File: src/rlp_pkg.sv
// Shared types, codes and constants for the RLP header stream parser.
`timescale 1ns / 1ps

package rlp_pkg;

  // Default for the widest accepted run of big-endian length bytes.
  localparam int LEN_BYTES_MAX_DEF = 2;
  localparam int LLEN_W            = 4;
  localparam int SHORT_LEN_W       = 6;

  // Queue depths between the parts of the block.
  localparam int HDR_DEPTH = 4;
  localparam int RES_DEPTH = 4;

  // Header byte boundaries.
  localparam logic [7:0] SINGLE_MAX     = 8'h7F;
  localparam logic [7:0] STR_BASE       = 8'h80;
  localparam logic [7:0] STR_SHORT_MAX  = 8'hB7;
  localparam logic [7:0] STR_LONG_MAX   = 8'hBF;
  localparam logic [7:0] LIST_BASE      = 8'hC0;
  localparam logic [7:0] LIST_SHORT_MAX = 8'hF7;
  localparam logic [7:0] BYTE_MAX       = 8'hFF;

  // Header classes.
  localparam logic [2:0] CL_SINGLE     = 3'd0;
  localparam logic [2:0] CL_SHORT_STR  = 3'd1;
  localparam logic [2:0] CL_LONG_STR   = 3'd2;
  localparam logic [2:0] CL_SHORT_LIST = 3'd3;
  localparam logic [2:0] CL_LONG_LIST  = 3'd4;

  // Result status codes.
  localparam logic [1:0] ST_RECORD  = 2'd0;
  localparam logic [1:0] ST_SUMMARY = 2'd1;
  localparam logic [1:0] ST_ERROR   = 2'd2;

  // Item kinds.
  localparam logic [1:0] KIND_BYTE   = 2'd0;
  localparam logic [1:0] KIND_STRING = 2'd1;
  localparam logic [1:0] KIND_LIST   = 2'd2;

  typedef struct packed {
    logic [7:0] data_byte;
    logic       last_byte;
  } in_word_t;

  typedef struct packed {
    logic [1:0]  status;
    logic [1:0]  item_kind;
    logic [15:0] value_length;
    logic [1:0]  value_offset;
    logic [15:0] field_start;
    logic [7:0]  field_count;
    logic        last_of_run;
  } res_word_t;

  // A classified byte as it waits between the front and the back.
  typedef struct packed {
    logic [7:0]             data_byte;
    logic                   last_byte;
    logic [2:0]             hclass;
    logic [SHORT_LEN_W-1:0] short_len;
    logic [LLEN_W-1:0]      len_bytes;
    logic                   too_long;
  } hdr_t;

  // Handshake between the back and the result queue.
  typedef struct packed {
    logic wr0;
    logic wr1;
  } res_wr_t;

endpackage

File: src/rlp_front.sv
// Front part: classifies each incoming byte and queues it for the parser.
`timescale 1ns / 1ps

module rlp_front #(
  parameter int LENGTH_BYTES_MAX = rlp_pkg::LEN_BYTES_MAX_DEF
) (
  input  logic              clk,
  input  logic              rst,
  input  logic              push,
  output logic              full,
  input  rlp_pkg::in_word_t item,
  output rlp_pkg::hdr_t     head,
  output logic              head_valid,
  input  logic              head_pop
);

  localparam int DEPTH = rlp_pkg::HDR_DEPTH;
  localparam int PTR_W = $clog2(DEPTH);
  localparam int CNT_W = $clog2(DEPTH + 1);

  rlp_pkg::hdr_t mem [DEPTH];
  rlp_pkg::hdr_t cls;
  logic [PTR_W-1:0] wr_ptr;
  logic [PTR_W-1:0] rd_ptr;
  logic [CNT_W-1:0] count;
  logic push_ok;
  logic pop_ok;
  logic [7:0] str_diff;
  logic [7:0] list_diff;
  logic [7:0] str_ll;
  logic [7:0] list_ll;

  assign str_diff  = item.data_byte - rlp_pkg::STR_BASE;
  assign list_diff = item.data_byte - rlp_pkg::LIST_BASE;
  assign str_ll    = item.data_byte - rlp_pkg::STR_SHORT_MAX;
  assign list_ll   = item.data_byte - rlp_pkg::LIST_SHORT_MAX;

  always_comb begin
    cls.data_byte = item.data_byte;
    cls.last_byte = item.last_byte;
    cls.short_len = '0;
    cls.len_bytes = '0;
    priority if (item.data_byte <= rlp_pkg::SINGLE_MAX) begin
      cls.hclass = rlp_pkg::CL_SINGLE;
    end else if (item.data_byte <= rlp_pkg::STR_SHORT_MAX) begin
      cls.hclass    = rlp_pkg::CL_SHORT_STR;
      cls.short_len = str_diff[rlp_pkg::SHORT_LEN_W-1:0];
    end else if (item.data_byte <= rlp_pkg::STR_LONG_MAX) begin
      cls.hclass    = rlp_pkg::CL_LONG_STR;
      cls.len_bytes = str_ll[rlp_pkg::LLEN_W-1:0];
    end else if (item.data_byte <= rlp_pkg::LIST_SHORT_MAX) begin
      cls.hclass    = rlp_pkg::CL_SHORT_LIST;
      cls.short_len = list_diff[rlp_pkg::SHORT_LEN_W-1:0];
    end else begin
      cls.hclass    = rlp_pkg::CL_LONG_LIST;
      cls.len_bytes = list_ll[rlp_pkg::LLEN_W-1:0];
    end
    cls.too_long = (cls.len_bytes > rlp_pkg::LLEN_W'(LENGTH_BYTES_MAX));
  end

  assign full       = (count == CNT_W'(DEPTH));
  assign head_valid = (count != '0);
  assign push_ok    = push && !full;
  assign pop_ok     = head_pop && head_valid;
  assign head       = mem[rd_ptr];

  always_ff @(posedge clk) begin
    if (push_ok) begin
      mem[wr_ptr] <= cls;
    end
  end

  always_ff @(posedge clk) begin
    if (rst) begin
      wr_ptr <= '0;
      rd_ptr <= '0;
      count  <= '0;
    end else begin
      if (push_ok) begin
        wr_ptr <= wr_ptr + 1'b1;
      end
      if (pop_ok) begin
        rd_ptr <= rd_ptr + 1'b1;
      end
      count <= count + CNT_W'(push_ok) - CNT_W'(pop_ok);
    end
  end

endmodule

File: src/rlp_back.sv
// Back part: the parse state machine that turns classified bytes into results.
`timescale 1ns / 1ps

module rlp_back #(
  parameter int LENGTH_BYTES_MAX = rlp_pkg::LEN_BYTES_MAX_DEF
) (
  input  logic               clk,
  input  logic               rst,
  input  logic               cfg_we,
  input  logic [7:0]         cfg_data,
  input  rlp_pkg::hdr_t      head,
  input  logic               head_valid,
  output logic               head_pop,
  input  logic               room,
  output rlp_pkg::res_wr_t   wr,
  output rlp_pkg::res_word_t res0,
  output rlp_pkg::res_word_t res1
);

  localparam int LBW = $clog2(LENGTH_BYTES_MAX + 1);

  localparam logic [1:0] PH_HEADER  = 2'd0;
  localparam logic [1:0] PH_LENGTH  = 2'd1;
  localparam logic [1:0] PH_PAYLOAD = 2'd2;
  localparam logic [1:0] PH_IGNORE  = 2'd3;

  logic [7:0]     max_fields;
  logic [1:0]     phase,        phase_next;
  logic [LBW-1:0] len_left,     len_left_next;
  logic [15:0]    len_acc,      len_acc_next;
  logic [15:0]    payload_left, payload_left_next;
  logic [15:0]    stream_pos,   stream_pos_next;
  logic [15:0]    item_start,   item_start_next;
  logic [1:0]     kind_held,    kind_held_next;
  logic [1:0]     header_size,  header_size_next;
  logic [7:0]     items_seen,   items_seen_next;
  logic           error_seen,   error_seen_next;

  logic step;

  assign step     = head_valid && room;
  assign head_pop = step;

  always_comb begin
    logic        have_res;
    logic        do_rec;
    logic        do_err;
    logic [15:0] rec_len;
    logic [1:0]  rec_off;
    logic [7:0]  items_inc;
    rlp_pkg::res_word_t first;
    rlp_pkg::res_word_t summ;

    phase_next        = phase;
    len_left_next     = len_left;
    len_acc_next      = len_acc;
    payload_left_next = payload_left;
    item_start_next   = item_start;
    kind_held_next    = kind_held;
    header_size_next  = header_size;
    items_seen_next   = items_seen;
    error_seen_next   = error_seen;
    stream_pos_next   = (stream_pos != 16'hFFFF) ? stream_pos + 16'd1 : stream_pos;
    do_rec    = 1'b0;
    do_err    = 1'b0;
    rec_len   = '0;
    rec_off   = '0;
    items_inc = items_seen + 8'd1;

    unique case (phase)
      PH_HEADER: begin
        if (error_seen || items_seen >= max_fields) begin
          phase_next = PH_IGNORE;
        end else begin
          item_start_next = stream_pos;
          unique case (head.hclass)
            rlp_pkg::CL_SINGLE: begin
              kind_held_next = rlp_pkg::KIND_BYTE;
              do_rec = 1'b1;
            end
            rlp_pkg::CL_SHORT_STR, rlp_pkg::CL_SHORT_LIST: begin
              kind_held_next = (head.hclass == rlp_pkg::CL_SHORT_STR) ?
                               rlp_pkg::KIND_STRING : rlp_pkg::KIND_LIST;
              do_rec  = 1'b1;
              rec_len = 16'(head.short_len);
              rec_off = 2'd1;
            end
            default: begin
              kind_held_next = (head.hclass == rlp_pkg::CL_LONG_STR) ?
                               rlp_pkg::KIND_STRING : rlp_pkg::KIND_LIST;
              if (head.too_long) begin
                do_err = 1'b1;
              end else begin
                len_left_next    = head.len_bytes[LBW-1:0];
                header_size_next = head.len_bytes[1:0] + 2'd1;
                len_acc_next     = '0;
                phase_next       = PH_LENGTH;
              end
            end
          endcase
        end
      end
      PH_LENGTH: begin
        // A value above one byte cannot take another byte within 16 bits.
        if (len_acc > 16'h00FF) begin
          do_err = 1'b1;
        end else begin
          len_acc_next  = {len_acc[7:0], head.data_byte};
          len_left_next = (len_left != '0) ? len_left - 1'b1 : len_left;
          if (len_left_next == '0) begin
            do_rec  = 1'b1;
            rec_len = len_acc_next;
            rec_off = header_size;
          end
        end
      end
      PH_PAYLOAD: begin
        payload_left_next = (payload_left != '0) ? payload_left - 16'd1 : payload_left;
        if (payload_left_next == '0) begin
          phase_next = PH_HEADER;
        end
      end
      default: begin
      end
    endcase

    first = '0;
    if (do_err) begin
      error_seen_next   = 1'b1;
      phase_next        = PH_IGNORE;
      first.status      = rlp_pkg::ST_ERROR;
      first.item_kind   = kind_held_next;
      first.field_start = item_start_next;
      first.field_count = items_seen;
    end
    if (do_rec) begin
      items_seen_next    = items_inc;
      first.status       = rlp_pkg::ST_RECORD;
      first.item_kind    = kind_held_next;
      first.value_length = rec_len;
      first.value_offset = rec_off;
      first.field_start  = item_start_next;
      first.field_count  = items_inc;
      if (items_inc >= max_fields) begin
        phase_next = PH_IGNORE;
      end else if (rec_len == '0) begin
        phase_next = PH_HEADER;
      end else begin
        payload_left_next = rec_len;
        phase_next        = PH_PAYLOAD;
      end
    end
    have_res = do_err || do_rec;

    summ             = '0;
    summ.status      = rlp_pkg::ST_SUMMARY;
    summ.field_count = items_seen_next;
    summ.last_of_run = 1'b1;

    // The summary always closes the run, so it goes second when both exist.
    res0 = have_res ? first : summ;
    res1 = summ;
    res0.last_of_run = !(have_res && head.last_byte);
    wr.wr0 = step && (have_res || head.last_byte);
    wr.wr1 = step && have_res && head.last_byte;

    if (head.last_byte) begin
      phase_next        = PH_HEADER;
      len_left_next     = '0;
      len_acc_next      = '0;
      payload_left_next = '0;
      stream_pos_next   = '0;
      item_start_next   = '0;
      kind_held_next    = '0;
      header_size_next  = '0;
      items_seen_next   = '0;
      error_seen_next   = 1'b0;
    end
  end

  always_ff @(posedge clk) begin
    if (rst) begin
      max_fields <= rlp_pkg::BYTE_MAX;
    end else if (cfg_we) begin
      max_fields <= cfg_data;
    end
  end

  always_ff @(posedge clk) begin
    if (rst) begin
      phase        <= PH_HEADER;
      len_left     <= '0;
      len_acc      <= '0;
      payload_left <= '0;
      stream_pos   <= '0;
      item_start   <= '0;
      kind_held    <= '0;
      header_size  <= '0;
      items_seen   <= '0;
      error_seen   <= 1'b0;
    end else if (step) begin
      phase        <= phase_next;
      len_left     <= len_left_next;
      len_acc      <= len_acc_next;
      payload_left <= payload_left_next;
      stream_pos   <= stream_pos_next;
      item_start   <= item_start_next;
      kind_held    <= kind_held_next;
      header_size  <= header_size_next;
      items_seen   <= items_seen_next;
      error_seen   <= error_seen_next;
    end
  end

endmodule

File: src/rlp_res_queue.sv
// Result queue: takes up to two result words a cycle and hands out one.
`timescale 1ns / 1ps

module rlp_res_queue (
  input  logic               clk,
  input  logic               rst,
  input  rlp_pkg::res_wr_t   wr,
  input  rlp_pkg::res_word_t res0,
  input  rlp_pkg::res_word_t res1,
  output logic               room,
  output rlp_pkg::res_word_t result,
  output logic               empty,
  input  logic               pop
);

  localparam int DEPTH = rlp_pkg::RES_DEPTH;
  localparam int PTR_W = $clog2(DEPTH);
  localparam int CNT_W = $clog2(DEPTH + 1);

  rlp_pkg::res_word_t mem [DEPTH];
  logic [PTR_W-1:0] wr_ptr;
  logic [PTR_W-1:0] rd_ptr;
  logic [CNT_W-1:0] count;
  logic pop_ok;

  // Room for a full run of two words, so the back never has to split one.
  assign room   = (count <= CNT_W'(DEPTH - 2));
  assign empty  = (count == '0);
  assign pop_ok = pop && !empty;
  assign result = mem[rd_ptr];

  always_ff @(posedge clk) begin
    if (wr.wr0) begin
      mem[wr_ptr] <= res0;
    end
    if (wr.wr1) begin
      mem[wr_ptr + 1'b1] <= res1;
    end
  end

  always_ff @(posedge clk) begin
    if (rst) begin
      wr_ptr <= '0;
      rd_ptr <= '0;
      count  <= '0;
    end else begin
      wr_ptr <= wr_ptr + PTR_W'(wr.wr0) + PTR_W'(wr.wr1);
      if (pop_ok) begin
        rd_ptr <= rd_ptr + 1'b1;
      end
      count <= count + CNT_W'(wr.wr0) + CNT_W'(wr.wr1) - CNT_W'(pop_ok);
    end
  end

endmodule

File: src/rlp_header_stream_parser_unit.sv
// Top level of the RLP header stream parser: front, back and result queue.
//
//   channel  | direction | handshake           | word
//   ---------+-----------+---------------------+-----------------------------
//   item     | in        | push / full         | data_byte, last_byte
//   result   | out       | pop / empty         | status .. last_of_run
//   cfg      | in        | cfg_we              | cfg_data (max_fields)
//
// One byte is taken per cycle while full is low; the parser retires one byte per
// cycle while the result queue has room. A byte's first result word passes the
// byte queue, then the result queue, before it can be popped, and the parser can
// stall between them; the last byte of a stream can give two result words, which
// leave one per cycle through the result port while pop is held.
// Reset is synchronous and empties both queues; max_fields returns to 255.
// A stalled result port fills the result queue, which stops the parser, and
// the byte queue then raises full.
`timescale 1ns / 1ps

module rlp_header_stream_parser_unit #(
  parameter int LENGTH_BYTES_MAX = rlp_pkg::LEN_BYTES_MAX_DEF
) (
  input  logic               clk,
  input  logic               rst,
  input  logic               push,
  output logic               full,
  input  rlp_pkg::in_word_t  item,
  output logic               empty,
  input  logic               pop,
  output rlp_pkg::res_word_t result,
  input  logic               cfg_we,
  input  logic [7:0]         cfg_data
);

  rlp_pkg::hdr_t      head;
  logic               head_valid;
  logic               head_pop;
  logic               room;
  rlp_pkg::res_wr_t   wr;
  rlp_pkg::res_word_t res0;
  rlp_pkg::res_word_t res1;

  rlp_front #(
    .LENGTH_BYTES_MAX(LENGTH_BYTES_MAX)
  ) u_front (
    .clk       (clk),
    .rst       (rst),
    .push      (push),
    .full      (full),
    .item      (item),
    .head      (head),
    .head_valid(head_valid),
    .head_pop  (head_pop)
  );

  rlp_back #(
    .LENGTH_BYTES_MAX(LENGTH_BYTES_MAX)
  ) u_back (
    .clk       (clk),
    .rst       (rst),
    .cfg_we    (cfg_we),
    .cfg_data  (cfg_data),
    .head      (head),
    .head_valid(head_valid),
    .head_pop  (head_pop),
    .room      (room),
    .wr        (wr),
    .res0      (res0),
    .res1      (res1)
  );

  rlp_res_queue u_res_queue (
    .clk   (clk),
    .rst   (rst),
    .wr    (wr),
    .res0  (res0),
    .res1  (res1),
    .room  (room),
    .result(result),
    .empty (empty),
    .pop   (pop)
  );

endmodule
File: config.mk
export PLATFORM = sky130hd
export DESIGN_NAME = rlp_header_stream_parser_unit
export DESIGN_NICKNAME = d
export VERILOG_FILES = /design/src/rlp_pkg.sv /design/src/rlp_front.sv /design/src/rlp_back.sv /design/src/rlp_res_queue.sv /design/src/rlp_header_stream_parser_unit.sv
export SDC_FILE = /design/constraint.sdc
export NUM_CORES = 1
export LEC_CHECK = 0
export BUFFER_PORTS_ARGS = -buffer_cell sky130_fd_sc_hd__buf_2
export CORE_UTILIZATION = 50
export DETAILED_ROUTE_END_ITERATION = 8
export PLACE_DENSITY = 0.71
export REMOVE_ABC_BUFFERS = 1
export SLEW_MARGIN = 20
export SYNTH_ARGS = -nofsm -noshare
export SYNTH_HDL_FRONTEND = slang
export SYNTH_SLANG_ARGS = --single-unit
File: constraint.sdc
create_clock -name clk -period 4.4 [get_ports clk]
set_input_delay 0.88 -clock clk [delete_from_list [all_inputs] [get_ports clk]]
set_output_delay 0.88 -clock clk [all_outputs]
set_load 0.02 [all_outputs]
==> results of run 1 <==
==> logic make-up after synthesis <==
group                      share of synthesized area (%)
and+or+nand+nor                                     14.2
DFF                                                 52.2
AOI/OAI and AO/OA                                   13.0
buffers and inverters                               3.77
muxes                                               12.1
xor gates and xnor gates                            2.04
adders and majority gates                           2.64
==> worst max-delay path, cell delays in order, from the launching register on <==
cell       delay (ps)
dfxtp_1           420
inv_1             100
ha_1              320
nand2b_1          150
a2111oi_0         650
o31ai_1           330
o31a_1            370
nand2b_1          190
ha_1              290
inv_1              50
fa_1              390
fa_1              390
xor2_1            160
nor2_1             50
==> sequential cells by signal, summed over array words and instances, names as in the netlist, 3 cells and up, named ones only <==
register and cells:
u_back.items_seen 8, u_res_queue.mem 188, u_front.count 3, u_back.item_start 16, u_back.len_acc 16, u_back.stream_pos 16
u_back.max_fields 8, u_front.mem 84, u_back.payload_left 16, u_res_queue.count 3
==> worst paths after layout <==
kind	start	depth (start not counted)	endpoint	slack (ps)
setup / recovery	u_back.items_seen[0]$_SDFFE_PP0P_	13	u_res_queue.count[2]$_SDFF_PP0_	430
hold / removal	u_res_queue.mem[3][42]$_SDFFE_PP0N_	2	u_res_queue.mem[3][42]$_SDFFE_PP0N_	450
setup reg to reg	u_back.items_seen[0]$_SDFFE_PP0P_	13	u_res_queue.count[2]$_SDFF_PP0_	430
hold reg to reg	u_res_queue.mem[3][42]$_SDFFE_PP0N_	2	u_res_queue.mem[3][42]$_SDFFE_PP0N_	450
==> through the flow <==
step                power, W  cell area [µm²]  TNS (ps)  setup slack (ps)
global route          0.0138            18700         0               181
finish                0.0131            18700         0               429
CTS                   0.0131            18700         0               440
floorplan            0.00818            16300    -20350              -597
detailed placement   0.00978            17400         0               478
global placement     0.00962            17400         0               543
==> final cells by class <==
cell class / instances / area (µm²)
Sequential cell: 379 / 8750
Tap cell: 442 / 553
Fill cell: 2815 / 14100
Inverter: 33 / 124
Clock buffer: 62 / 1130
Timing Repair Buffer: 96 / 546
Clock inverter: 10 / 143
Multi-Input combinational cell: 1071 / 7460
==> where the power goes <==
part	leakage (nW)	internal [W]	switching, W
clock	0.620	0.00196	0.00134
combinational	2.94	0.00182	0.00307
sequential	3.24	0.00442	0.000460
total	6.80	0.00819	0.00487
==> metal layers <==
layer	track usage, %	wire, µm	vias to the layer above
li1	-	-	5832
met1	31.8	17200	6024
met2	39.3	19100	394
met3	3.24	2470	75
met4	7.07	904	0
met5	0	0	-
==> layout by cell type, fill, tap and decap left out, drive strengths merged, types with 7 or more instances in the layout <==
cell type and count:
nand2b 7, xnor2 20, ha 29, mux4 68
nand3 38, o21ai 94, or4 8, edfxtp 116
or3 12, mux2i 28, nor2 161, nand2 193
nor3 31, and3 8, xor2 19, o211ai 13
buf 96, and2 15, mux2 20, a22oi 26
nor2b 9, a211oi 27, a21oi 149, dfxtp 263
nor4 16, inv 35, nand4 8, clkbuf 62
==> results by group, run 1 <==
Status
  – Outcome: completed

Global routing
  – First-pass GRT wire length: 63400 µm
  – Antenna violations before repair: 0
  – Gr usage total: 23.5%
  – Congestion Overflow GR: 0
  – Vias in the first global route: ~12000
  – Pin count of the biggest net entering global routing: 62

Route
  – Drt pass-1 iters: 6
  – Final wirelength: 39700 µm
  – DR WL/cell: 19.0 µm
  – Remaining DRCs: 0
  – Vias per inst: 5.89
  – Via Count: 12300
  – DR iter-0 viols: between 900 and 1000
  – Antenna Nets Post-Route: 0

Die
  – Initial Utilization: around half
  – Floorplan row count: 66
  – Boundary Pins: 71
  – Width of the chip: 185 µm
  – Die area: about 0.034 mm²
  – Die H: 185 µm
  – Core Region: around 0.033 mm²

Yosys
  – Syn_area_per_cell: 10.5 µm²
  – Most frequent cells after synthesis: dfxtp_1, nand2_1, nor2_1, a21oi_1, edfxtp_1
  – #FFs+latches synth: approximately 380
  – Cell type with the largest total area after synthesis: dfxtp_1
  – Cell with the most instances after synthesis: dfxtp_1
  – Cell variety after synth: 73
  – Post-synthesis async set-or-reset flop share: 0%
  – Post-synth top area share: 31.4%
  – Synth top area cells: dfxtp_1, edfxtp_1, mux4_2
  – Gate Count Post-Synth: 1597
  – Ys flop type: dfxtp_1
  – Synthesized area: 0.0168 mm²
  – Post-synthesis sequential area ratio: 52.2%
  – Post-synth EDFFs: 116
  – Synth Warn #: 0

Flow run
  – MaxCap Viol Count: 0

Setup path
  – Crit path arrival time: 4380 ps
  – Crit Path Class: flop to flop
  – Crit path max fanout: 7
  – WP data required: between 4000 and 5000 ps
  – CP Capture Type: flop
  – CP Launch Type: flop

Timing
  – Max Freq: 0.252 GHz
  – Least-Margin Pin Slew: 1120 ps
  – Hold Worst Slack: between 400 and 500 ps
  – Worst slew margin: 25.4%
  – Slew Viols, Final: 0
  – Fin crit share: between 90% and 100%
  – Crit path time final: approximately 4000 ps
  – Fin. Hold Viols: 0
  – RSZ-0062 raised after global routing: no
  – Final setup vio count: 0
  – Layout Skew: 16.9 ps

Clock tree
  – Clk root buf: clkbuf_16
  – Max clock buf depth: 3
  – Number of buffers created by CTS: 40
  – Resized cells post-CTS: 0
  – Clk slew on worst S/H paths: 60 ps
  – Worst-Skew Late Latency: 540 ps
  – H-tree level count: 2
  – CTS tree: built
  – Clock sink count: 379
  – # hold bufs at CTS: 0
  – Post-CTS setup buffers: 0

Power and ir drop
  – Power Dens Cells: 698 mW/mm²
  – Worst VDD drop: around 0.53 mV
  – Leakage: 6.80 nW

Final layout
  – Area growth from synthesis to layout: 11.5%
  – Layout cells sized above 1: 16.3%
  – Nets: about 1700
  – Antenna cells: 0
  – Final Non-Filler Cells: between 2000 and 2500
  – Post-layout util: 57.1%

Placed design
  – PortBufs: 70
  – Hpwl dp: 25600 µm
  – Placer Congestion: 0.869
  – Placed cell count: 2021

Worst hold path
  – Hold Crit Class: flop to flop
No activity file was read; power rests on OpenSTA's default activity.
==> run 2: changes to the inputs <==
Settings changed: GPL_TIMING_DRIVEN set to 0.
==> run 2 against run 1 <==
Clock skew grew 6.9 ps. Sequential cell count is the same. Die area is the same. Worst setup slack lost 77 ps. Largest cell class unchanged. Global-route usage grew 1.0 points. Non-clock buffer count grew 9. Maximum frequency shrank 1.9%.
==> results by group, run 2 (same netlist as run 1, synthesis figures left out) <==
Clock tree
  – CTS tree: built
  – Worst-Skew Late Latency: 540 ps (about the same)
  – Clock sink count: 379 (unchanged)
  – H-tree level count: 2 (unchanged)
  – Number of buffers created by CTS: 40 (unchanged)
  – Clk slew on worst S/H paths: 60 ps (about the same)
  – Max clock buf depth: 3 (unchanged)
  – Clk root buf: clkbuf_16
  – # hold bufs at CTS: 0 (unchanged)

Final layout
  – Register name with the most flops: u_res_queue.mem
  – Antenna cells: 0 (unchanged)
  – Commonest non-fill, non-tap cells in the layout: dfxtp_1, nand2_1, nor2_1
  – Area growth from synthesis to layout: 13.2%
  – Nets: 1686 (+0.60%)
  – Biggest regs: u_res_queue.mem: 188 flops, u_front.mem: 84 flops
  – Final Non-Filler Cells: 2105 (+0.57%)
  – Max FFs per register: 188 (unchanged)
  – Layout cells sized above 1: 18.0% (+1.7 points)
  – Most common cell after layout, fill and taps aside: dfxtp_1
  – Fill cells: 2702 (-4.0%)

Power and ir drop
  – Worst VDD drop: 0.348 mV (-35%)
  – Power Dens Cells: 703 mW/mm² (+0.68%)
  – Leakage: 6.93 nW (+1.9%)
  – Power consumption: 0.0133 W (+2.2%)

Route
  – Antenna Nets Post-Route: 0 (unchanged)
  – Met3 wire length: 2560 µm (+3.7%)
  – DR iter-0 viols: 1210 (+34%)
  – Drt pass-1 iters: 5 (-1)
  – Highest Signal Layer: met4
  – Final wirelength: 41600 µm (+4.9%)
  – Met2 wire len: 20500 µm (+7.4%)
  – Via Count: 12600 (+2.1%)
  – Vias per inst: 5.98 (+1.5%)
  – DR WL/cell: 19.8 µm (+4.3%)
  – Remaining DRCs: 0 (unchanged)
  – Met1 wire length: 17500 µm (+1.9%)

Worst hold path
  – Min-delay src: u_res_queue.mem[3][41]$_SDFFE_PP0N_
  – Hold path depth: 2 (unchanged)
  – Hold Crit Endpoint: u_res_queue.mem[3][41]$_SDFFE_PP0N_
  – Hold Crit Class: flop to flop

Timing
  – Slew Viols, Final: 0 (unchanged)
  – Worst slew margin: 25.2% (-0.18 points)
  – Final setup margin: 353 ps (-76.7 ps)
  – RSZ-0062 raised after global routing: no
  – Final setup vio count: 0 (unchanged)
  – Fin. Hold Viols: 0 (unchanged)
  – Crit path time final: 4050 ps (+76.7 ps)
  – Hold Worst Slack: 452 ps (+0.154 ps)
  – Max Freq: 0.247 GHz (-1.9%)
  – Least-Margin Pin Slew: 1120 ps (+1.54 ps)
  – Fin crit share: 92.0% (+1.7 points)
  – Layout Skew: 23.8 ps (+6.92 ps)

Setup path
  – WP data required: 4820 ps (about the same)
  – Top cell family by delay on the critical path: compound AO/OA/AOI/OAI gates
  – Crit path arrival time: 4470 ps (+90 ps)
  – Buf+Inv Stages, Crit Path: 1 (-1)
  – Crit path max fanout: 25 (+18)
  – CP max stage delay: 910 ps (+260 ps)
  – CP Launch Type: flop
  – Flop2flop setup slack: 350 ps (-80 ps)
  – Crit path cell chain: inv_1, ha_1, nand2b_1, a2111oi_2, o31a_2, a32oi_1, nor2_2, mux2i_1, a221o_1
  – R2r worst-path depth: 9 (-4)
  – FF-to-FF Start: u_back.items_seen[0]$_SDFFE_PP0P_
  – Worst R2R End: u_back.payload_left[12]$_SDFFE_PP0P_
  – Crit Path Class: flop to flop
  – Critical-path top delay cell: nor2_2
  – CP Capture Type: flop

Global routing
  – Vias in the first global route: 12300 (+2.2%)
  – Gr usage total: 24.6% (+1.0 points)
  – Antenna violations before repair: 0 (unchanged)
  – First-pass GRT wire length: 65800 µm (+3.7%)
  – Congestion Overflow GR: 0 (unchanged)
  – Pin count of the biggest net entering global routing: 48 (-23%)

Die
  – Boundary Pins: 71 (unchanged)
  – Floorplan row count: 66 (unchanged)
  – Die area: 0.0343 mm² (unchanged)
  – Width of the chip: 185 µm (unchanged)
  – Initial Utilization: 51.2% (unchanged)
  – Die H: 185 µm (unchanged)
  – Core Region: 0.0328 mm² (unchanged)

Placed design
  – Hpwl dp: 27100 µm (+6.1%)
  – Setup WS pre-CTS: -237 ps (-715 ps)
  – Placed cell count: 2027 (+0.30%)
  – Placer Congestion: 0.889 (+2.2%)
  – PortBufs: 70 (unchanged)

Status
  – Outcome: completed

Flow run
  – MaxCap Viol Count: 0 (unchanged)
run 2: worst max path at each step:
stage / slack (ps) / end / startpoint / depth (start not counted)
after floorplan: -600 / u_res_queue.mem[2][1]$_DFFE_PP_ / flop / 7
after global placement: -3690 / u_res_queue.mem[3][4]$_DFFE_PP_ / flop / 7
after detailed placement: -240 / u_res_queue.mem[1][4]$_DFFE_PP_ / u_back.items_seen[0]$_SDFFE_PP0P_ / 10
after CTS: 60 / u_res_queue.count[2]$_SDFF_PP0_ / u_back.items_seen[0]$_SDFFE_PP0P_ / 13
after global routing: 140 / u_back.payload_left[12]$_SDFFE_PP0P_ / u_back.items_seen[0]$_SDFFE_PP0P_ / 9
final: 350 / u_back.payload_left[12]$_SDFFE_PP0P_ / u_back.items_seen[0]$_SDFFE_PP0P_ / 9
run 2: layout make-up:
class,count,area (µm²),area share [%]
clock inverter,17,186,0.982
multi-input combinational,1072,7490,39.5
tap,442,553,2.91
sequential,379,8760,46.1
inverter,33,124,0.652
clock buffer,57,1140,6.01
timing repair buffer,105,733,3.86
run 2: timing repair:
item,CTS,global route
resized for setup,4,2
buffers inserted,2,1
setup endpoints to repair,37,15
cloned,1,0
pin swaps,3,1
run 2: stage by stage:
step	setup TNS, ps	util [%]	instance area, µm²
final	0	57.9	19000
after global routing	0	57.9	19000
after CTS	0	57.9	19000
after detailed placement	-4280	53.7	17600
after global placement	-479730	52.4	17200
after floorplan	-20350	-	16300
run 2: worst min-delay path, cell delays in order (launching register included):
cell and delay, ps:
dfxtp_1 310, nand2_1 50, a21oi_1 50
run 2: report_power, final:
group	switching (W)	internal, W	leakage, nW
logic	0.00312	0.00191	3.04
registers	0.000485	0.00442	3.24
clock network	0.00140	0.00200	0.652
total	0.00501	0.00833	6.93
run 2: metal layers:
layer	vias up	global-route usage [%]
met4	0	7.80
met1	6199	31.8
met2	434	42.0
li1	5875	-
met5	-	0
met3	78	3.89
